==> config.mk <==
export PLATFORM = sky130hd
export DESIGN_NAME = gdfs_ctrl
export DESIGN_NICKNAME = d
export VERILOG_FILES = /design/src/hdl/gdfs_pkg.sv /design/src/hdl/gdfs_ctrl.sv
export SDC_FILE = /design/constraint.sdc
export NUM_CORES = 1
export LEC_CHECK = 0
export ABC_AREA = 1
export BUFFER_PORTS_ARGS = -buffer_cell sky130_fd_sc_hd__buf_2
export CAP_MARGIN = 20
export CORE_AREA = 2 2 39 41
export DETAILED_ROUTE_END_ITERATION = 10
export DIE_AREA = 0 0 41 43
export GPL_ROUTABILITY_DRIVEN = 0
export PLACE_DENSITY = 0.63
export RECOVER_POWER = 25
export SLEW_MARGIN = 20
export SYNTH_ARGS = -nofsm -noshare
export SYNTH_HDL_FRONTEND = slang
export SYNTH_SLANG_ARGS = --single-unit
==> constraint.sdc <==
create_clock -name i_clk -period 2.8 [get_ports i_clk]
set_input_delay 0.56 -clock i_clk [delete_from_list [all_inputs] [get_ports i_clk]]
set_output_delay 0.56 -clock i_clk [all_outputs]
set_load 0.02 [all_outputs]
==> src/hdl/gdfs_pkg.sv <==
// shared types and constants for the nearest-first depth-first walk block
// field widths, request codes, controller states, command/status bundles
// no dependencies
package gdfs_pkg;

    localparam int NODE_W          = 5;
    localparam int IN_WT_W         = 16;
    localparam int HOP_W           = 16;
    localparam int MILE_W          = 21;
    localparam int MAX_NODES_DEF   = 32;
    localparam int WEIGHT_BITS_DEF = 16;
    localparam int S_TDATA_W       = 32;
    localparam int S_TUSER_W       = 2;
    localparam int M_TDATA_W       = 48;
    localparam int M_TUSER_W       = 2;

    localparam logic [MILE_W-1:0] MILE_MAX = '1;

    typedef enum logic [1:0] {
        REQ_ADD   = 2'd0,
        REQ_RUN   = 2'd1,
        REQ_CLEAR = 2'd2
    } t_req;

    typedef enum logic [2:0] {
        ST_CLEAR,
        ST_IDLE,
        ST_ADD_CMP,
        ST_ADD_WR2,
        ST_SCAN_INIT,
        ST_SCAN,
        ST_STEP,
        ST_FINISH
    } t_state;

    typedef struct packed {
        logic clr_start;
        logic clr_step;
        logic add_load;
        logic add_wr_ab;
        logic add_wr_ba;
        logic run_init;
        logic nf_load;
        logic scan_init;
        logic scan_run;
        logic pop;
        logic take;
        logic flush;
    } t_cmd;

    typedef struct packed {
        logic add_ok;
        logic self_loop;
        logic run_ok;
        logic add_better;
        logic clr_done;
        logic scan_done;
        logic found;
        logic depth_one;
        logic out_free;
    } t_sts;

    typedef struct packed {
        logic [NODE_W-1:0] from_node;
        logic [NODE_W-1:0] to_node;
        logic [HOP_W-1:0]  hop_distance;
        logic [MILE_W-1:0] total_mileage;
        logic              is_start;
        logic              status;
        logic              last_item;
    } t_result;

endpackage

==> src/hdl/gdfs_ctrl.sv <==
// controller state machine for the depth-first walk block
// depends on gdfs_pkg (states, request codes, command and status bundles)
module gdfs_ctrl
    import gdfs_pkg::*;
(
    input  logic       i_clk,
    input  logic       i_rst_n,
    input  logic       i_req_valid,
    input  logic [1:0] i_req_type,
    input  t_sts       i_sts,
    output logic       o_req_ready,
    output t_cmd       o_cmd
);

    t_state r_state;
    t_state n_state;
    logic   accept;

    assign accept = i_req_valid && (r_state == ST_IDLE);

    always_ff @(posedge i_clk) begin
        if (!i_rst_n) begin
            r_state <= ST_CLEAR;
        end else begin
            r_state <= n_state;
        end
    end

    always_comb begin
        n_state = r_state;
        case (r_state)
            ST_CLEAR: begin
                if (i_sts.clr_done) n_state = ST_IDLE;
            end
            ST_IDLE: begin
                if (accept) begin
                    case (i_req_type)
                        REQ_ADD: begin
                            if (i_sts.add_ok && !i_sts.self_loop) n_state = ST_ADD_CMP;
                        end
                        REQ_RUN:   n_state = i_sts.run_ok ? ST_SCAN_INIT : ST_FINISH;
                        REQ_CLEAR: n_state = ST_CLEAR;
                        default:   n_state = ST_IDLE;
                    endcase
                end
            end
            ST_ADD_CMP:   n_state = i_sts.add_better ? ST_ADD_WR2 : ST_IDLE;
            ST_ADD_WR2:   n_state = ST_IDLE;
            ST_SCAN_INIT: n_state = ST_SCAN;
            ST_SCAN: begin
                if (i_sts.scan_done) n_state = ST_STEP;
            end
            ST_STEP: begin
                if (i_sts.found) begin
                    if (i_sts.out_free) n_state = ST_SCAN_INIT;
                end else if (i_sts.depth_one) begin
                    n_state = ST_FINISH;
                end else begin
                    n_state = ST_SCAN_INIT;
                end
            end
            ST_FINISH: begin
                if (i_sts.out_free) n_state = ST_IDLE;
            end
            default: n_state = ST_CLEAR;
        endcase
    end

    always_comb begin
        o_cmd       = '0;
        o_req_ready = (r_state == ST_IDLE);
        case (r_state)
            ST_CLEAR: o_cmd.clr_step = 1'b1;
            ST_IDLE: begin
                if (accept) begin
                    case (i_req_type)
                        REQ_ADD: o_cmd.add_load = 1'b1;
                        REQ_RUN: begin
                            o_cmd.run_init = i_sts.run_ok;
                            o_cmd.nf_load  = !i_sts.run_ok;
                        end
                        REQ_CLEAR: o_cmd.clr_start = 1'b1;
                        default:   o_cmd = '0;
                    endcase
                end
            end
            ST_ADD_CMP:   o_cmd.add_wr_ab = i_sts.add_better;
            ST_ADD_WR2:   o_cmd.add_wr_ba = 1'b1;
            ST_SCAN_INIT: o_cmd.scan_init = 1'b1;
            ST_SCAN:      o_cmd.scan_run = 1'b1;
            ST_STEP: begin
                o_cmd.take = i_sts.found && i_sts.out_free;
                o_cmd.pop  = !i_sts.found;
            end
            ST_FINISH: o_cmd.flush = i_sts.out_free;
            default:   o_cmd = '0;
        endcase
    end

endmodule

After elaboration in Yosys (flattened, before gate mapping)
Index checks and enable logic that the tools add are counted.
{ "word_totals": {"rom_bits": 0, "mem_bits_rw": 0, "latchBits": 0, "out_inout_bits": 13, "word_cells": 51, "regBits": 3, "mem_count": 0} }
{ "classes": {"n_lt_le_gt_ge": 0, "n_eq_ne": 15, "mul": 0, "n_addsub": 0, "mux": 26, "shift": 0, "n_div": 0, "bitwise": 0, "n_reduce_logical": 9} }
{ "op_table": {"columns": ["operator", "n"], "rows": [
  ["$pmux W3 S8", 1],
  ["$mux W3", 7],
  ["$eq A3 B3 Y1 const B", 4],
  ["$mux W12", 1],
  ["$pmux W1 S2", 6],
  ["$mux W2", 5],
  ["$pmux W3 S3", 1],
  ["$eq A3 B2 Y1 const B", 2],
  ["$ne A2 B2 Y1 const B", 3],
  ["$ne A3 B3 Y1 const B", 2],
  ["$reduce_and A6 Y1", 1],
  ["$mux W1", 4],
  ["$pmux W2 S2", 1],
  ["$eq A3 B1 Y1 const B", 1],
  ["$logic_and A1 B1 Y1", 3],
  ["$logic_not A1 Y1", 3],
  ["$logic_not A3 Y1", 1],
  ["$eq A2 B1 Y1 const B", 1],
  ["$eq A2 B2 Y1 const B", 1],
  ["$logic_not A2 Y1", 1],
  ["$ne A2 B1 Y1 const B", 1]
]} }

Depth between registers and ports, before layout
{ "logic_depth": {"ltp_word": 6, "ltp_mapped": 9, "ltp_nobuf": 9} }

Worst setup path after synthesis
OpenSTA, ideal clock, no wires.
{ "synth_path": {"path_kind": "register to output", "start": "register r_state[0]", "end": "output o_cmd[5] (netlist bit)", "stages_incl_launch_ff": 5, "path_buffers": 0, "setup_slack_ns": 0.938, "t_arrival_ns": 1.302, "required_time_ns": 2.240, "cell_sequence": "dfxtp_1 > nand2_2 > nor2_4 > nand2_1 > nor3_1"} }
{ "synth_rtl": {"columns": ["element", "line_no", "rtl"], "rows": [
  ["from (decl)", "gdfs_ctrl.sv:15", "t_state r_state;"],
  ["from (signal assigned)", "gdfs_ctrl.sv:25", "r_state <= n_state;"],
  ["to (decl)", "gdfs_ctrl.sv:12", "output t_cmd o_cmd"]
]} }

==> flow_results.org <==
** Synthesis
- Fraction of synthesized cell area in xor and xnor cells :: 0%
- Netlist cell types :: 18
- Synthesis produced a netlist whose cell count is between 70 and 80.
- Count of state elements after synthesis :: 3
- After synthesis, the share of cell area in mux cells is 0%.
- Main combinational cell family by area after synthesis :: simple AND/OR/NAND/NOR gates
- Counting every net in the synthesized netlist gives 87.
- Post-synthesis compound-gate area fraction :: 7.76%
- Yosys warning total :: 0
- The synthesized netlist devotes approximately 64% of its cell area to simple gates.
- Summed instance area of the synthesized netlist :: 403 sq um
- The synthesized netlist devotes 0% of its cell area to adder and majority cells.
- Sequential elements use around 15% of the synthesized area.
- After synthesis, the mean cell area works out to ~5.5 sq um.

** Critical path
- Data arrives at the worst endpoint at ~1.4 ns.
- Kind of critical path :: reg -> out
- Among all stages on the critical path, the largest delay is contributed by sky130_fd_sc_hd__dfxtp_1.
- Worst reg-to-reg setup slack :: 1.40 ns
- Required @ worst endpoint :: 2.24 ns
- STA classifies the critical path endpoint as an output pin.
- R2r endpoint :: r_state[1]$_SDFFE_PN0P_
- The worst register-to-register path begins at r_state[2]$_SDFFE_PN0P_.
- Chain of cells forming the critical path :: nand2_2, nor2_4, nand2_1, nor3_1, buf_2
- Crit start category :: flip-flop
- Highest net fanout along the worst path :: 7
- On the worst path, the slowest cell contributes a delay of about 0.45 ns.
- Cells on worst reg2reg path :: 7

** Timing
- Total count of max-transition violations in the final report :: 0
- Post-route clock period utilization :: approximately 69%
- Setup violations remaining at the end of the flow were counted as 0.
- Setup repair after global routing left no endpoint under its margin.
- The final count of hold timing violations is 0.
- Worst clock skew :: 0.00108 ns
- Highest clock rate :: 515 MHz
- Pin slew with the least headroom to its limit :: between 0.3 and 0.4 ns
- Post-Route Setup TNS :: 0 ns
- Final worst path period need :: slightly below 2 ns
- Measured against its own limit, the worst slew margin works out to between 70% and 80%.

** Clock network
- Post-CTS timing repair inserted 0 buffers for setup.
- Number of sinks handled by clock tree synthesis :: 3
- Hold-fix buffers, CTS :: 0
- In this run the number of H-tree levels came out at 1.
- Clock transition at the register clock pins on the worst setup and hold paths after CTS :: approximately 0.040 ns
- Clock Path Buffers :: 2
- Number of gates resized after cts :: 0
- The clock reaches the later pin of the worst-skew pair after 0.23 ns.
- Buffers inserted during clock tree synthesis total 3.
- TritonCTS clock tree :: done
- Root Buffer :: sky130_fd_sc_hd__clkbuf_4

** Drt
- After detailed routing, the total wire length is between 1000 and 1500 um.
- The detailed router placed 529 vias in this run.
- DRC viols :: 0
- Count of nets left with antenna violations after detail routing :: 0
- In the routed layout, each cell is associated on average with a via count of 4.48.
- Iteration-0 DRC Markers :: 11
- Dividing the detail-routed wire length by the instance count gives roughly 8.6 um.
- For this run, the detailed router's first-pass iteration total came to 4.

** Outcome
- Status :: finished clean

** Global routing
- Maximum number of pins on one net before global-route repair :: 11
- Initial antenna violation count :: 0
- Total congestion overflow after global routing :: 0
- The first global-routing pass estimated 1690 um of wire.
- The number of global-route vias before repair came to 447.
- In the global route stage, overall resource usage came out at between 10% and 20%.
- For met3 alone, demand over resource in global routing was between 1.5 and 2%.
- Met1 layer usage reported by global route :: ~18%
- Global Route met2 Usage :: 20.9%
- The global routing stage identified its most utilized layer as met2.

** Cells and area
- Cells fill ~41% of the core in the end.
- Top register by number of flip-flops :: r_state
- Final net count :: approximately 120
- Post-synthesis to final-layout area growth :: 39.4%
- Fill cell count :: 179
- Top Registers :: r_state: 3 flops
- Share of layout cells above drive strength 1 :: between 30% and 40%
- Flip-flop count of the largest register after layout :: 3
- Number of antenna repair diodes :: 0

** Die
- The initialized floorplan defines 14 standard-cell rows.
- Die boundary height :: approximately 43 um
- In this run the standard cell core region covers around 1400 sq um.
- Floorplan die width :: between 40 and 50 um
- Initial core utilization :: 29.1%
- 27 I/O pins were placed.
- Die Footprint :: about 1800 sq um

** Power and ir drop
- Areal power density over the cells :: 667 nW/um^2
- Post-route total power :: roughly 0.37 mW
- For this design the static power due to leakage is 0.328 nW.
- Worst voltage drop across the vdd grid :: around 0.22 mV

** Hold path
- Cell depth of the worst hold path :: 3
- Min-Delay Path Class :: in -> reg
- Hold-critical path endpoint :: r_state[2]$_SDFFE_PN0P_
- Min-Delay Startpoint :: i_rst_n

** Placed design
- Input and output buffers added on the ports amount to 26.
- Detailed placement finished with a half-perimeter wire length of between 800 and 900 um.

** Flow run
- Max-cap violations in this run came to 0.
-- worst max-delay path: cells and delay by family, from the launching register on --
kind,cells,cell delay [ns]
buf+inv,1,0.19
simple gates,4,0.51
flops,1,0.45
-- per-stage QoR --
stage                     hold WS [ns]  setup slack (ns)  std cells  cell area [sq um]
after floorplan                  0.600             0.938         73                403
after global placement           0.638             0.999        114                546
after detailed placement         0.629             0.984        114                546
after CTS                        0.567             0.835        118                572
after global routing             0.595             0.687        118                562
final                            0.574             0.857        118                562
-- power breakdown --
| group | total (mW) | internal (mW) | switching [mW] |
|---|---|---|---|
| clock network | 0.0752 | 0.0534 | 0.0218 |
| logic | 0.215 | 0.0717 | 0.143 |
| registers | 0.0844 | 0.0564 | 0.0280 |
| total | 0.375 | 0.181 | 0.193 |
-- area by class of cell --
cell class	count	area (sq um)	share of cell area (%)
clock buffers	4	26.3	4.68
inverters	12	45.0	8.02
repair buffers	26	129	22.9
well taps	16	20.0	3.56
multi-input cells	57	282	50.1
flip-flops and latches	3	60.1	10.7
-- per-layer routing --
metal / part of all wire (%) / wire length [um] / up-vias
met4: 0 / 0 / 0
met5: 0 / 0 / -
li1: - / - / 292
met3: 9.2 / 93 / 0
met2: 45 / 458 / 24
met1: 46 / 464 / 213
-- synthesized netlist by cell type --
library cell               count  area share (%)
sky130_fd_sc_hd__nand2_1      17              16
sky130_fd_sc_hd__nor2_1       13              12
sky130_fd_sc_hd__inv_1        10             9.3
sky130_fd_sc_hd__nor3_1        6             7.5
sky130_fd_sc_hd__nand3_1       5             6.2
sky130_fd_sc_hd__dfxtp_1       3              15
sky130_fd_sc_hd__nor2_2        3             4.7
sky130_fd_sc_hd__nor2_4        3             8.4
sky130_fd_sc_hd__inv_2         2             1.9
sky130_fd_sc_hd__nand3_2       2             5.0
sky130_fd_sc_hd__nand4_1       2             3.1
sky130_fd_sc_hd__a21oi_1       1             1.2
sky130_fd_sc_hd__a21oi_2       1             2.2
sky130_fd_sc_hd__buf_4         1             1.9
sky130_fd_sc_hd__nand2_2       1             1.6
sky130_fd_sc_hd__o211ai_1      1             1.9
sky130_fd_sc_hd__o21ai_0       1             1.2
sky130_fd_sc_hd__o21ai_1       1             1.2
-- placed cells by master, fill, tap and decap left out --
cell type,n
sky130_fd_sc_hd__nor2_4,3
sky130_fd_sc_hd__nor2_2,3
sky130_fd_sc_hd__nand3_2,1
sky130_fd_sc_hd__nand4_1,2
sky130_fd_sc_hd__nand2_1,17
sky130_fd_sc_hd__o21ai_0,2
sky130_fd_sc_hd__inv_2,2
sky130_fd_sc_hd__nor3_1,6
sky130_fd_sc_hd__nand3_1,6
sky130_fd_sc_hd__clkbuf_4,3
sky130_fd_sc_hd__nand2_2,1
sky130_fd_sc_hd__buf_2,25
sky130_fd_sc_hd__o211ai_1,1
sky130_fd_sc_hd__inv_1,10
sky130_fd_sc_hd__dfxtp_1,3
sky130_fd_sc_hd__a21oi_1,2
sky130_fd_sc_hd__clkbuf_1,2
sky130_fd_sc_hd__nor2_1,13
-- kinds of logic (layout without fill, tap and decap cells) --
family	count (synthesis)	in the layout
flops	3	3
compound gates	5	5
simple gates	52	52
buf+inv	13	42
-- worst max path at each step --
stage,from,endpoint,depth (start not counted)
CTS,r_state[0]$_SDFFE_PN0P_,o_cmd[9],5
global route,r_state[0]$_SDFFE_PN0P_,o_cmd[5],5
global placement,i_req_type[0],o_cmd[6],6
finish,r_state[0]$_SDFFE_PN0P_,o_cmd[9],5
floorplan,r_state[0]$_SDFFE_PN0P_,o_cmd[5],4
detailed placement,i_req_type[0],o_cmd[5],6
No activity file was read; power rests on OpenSTA's default activity.
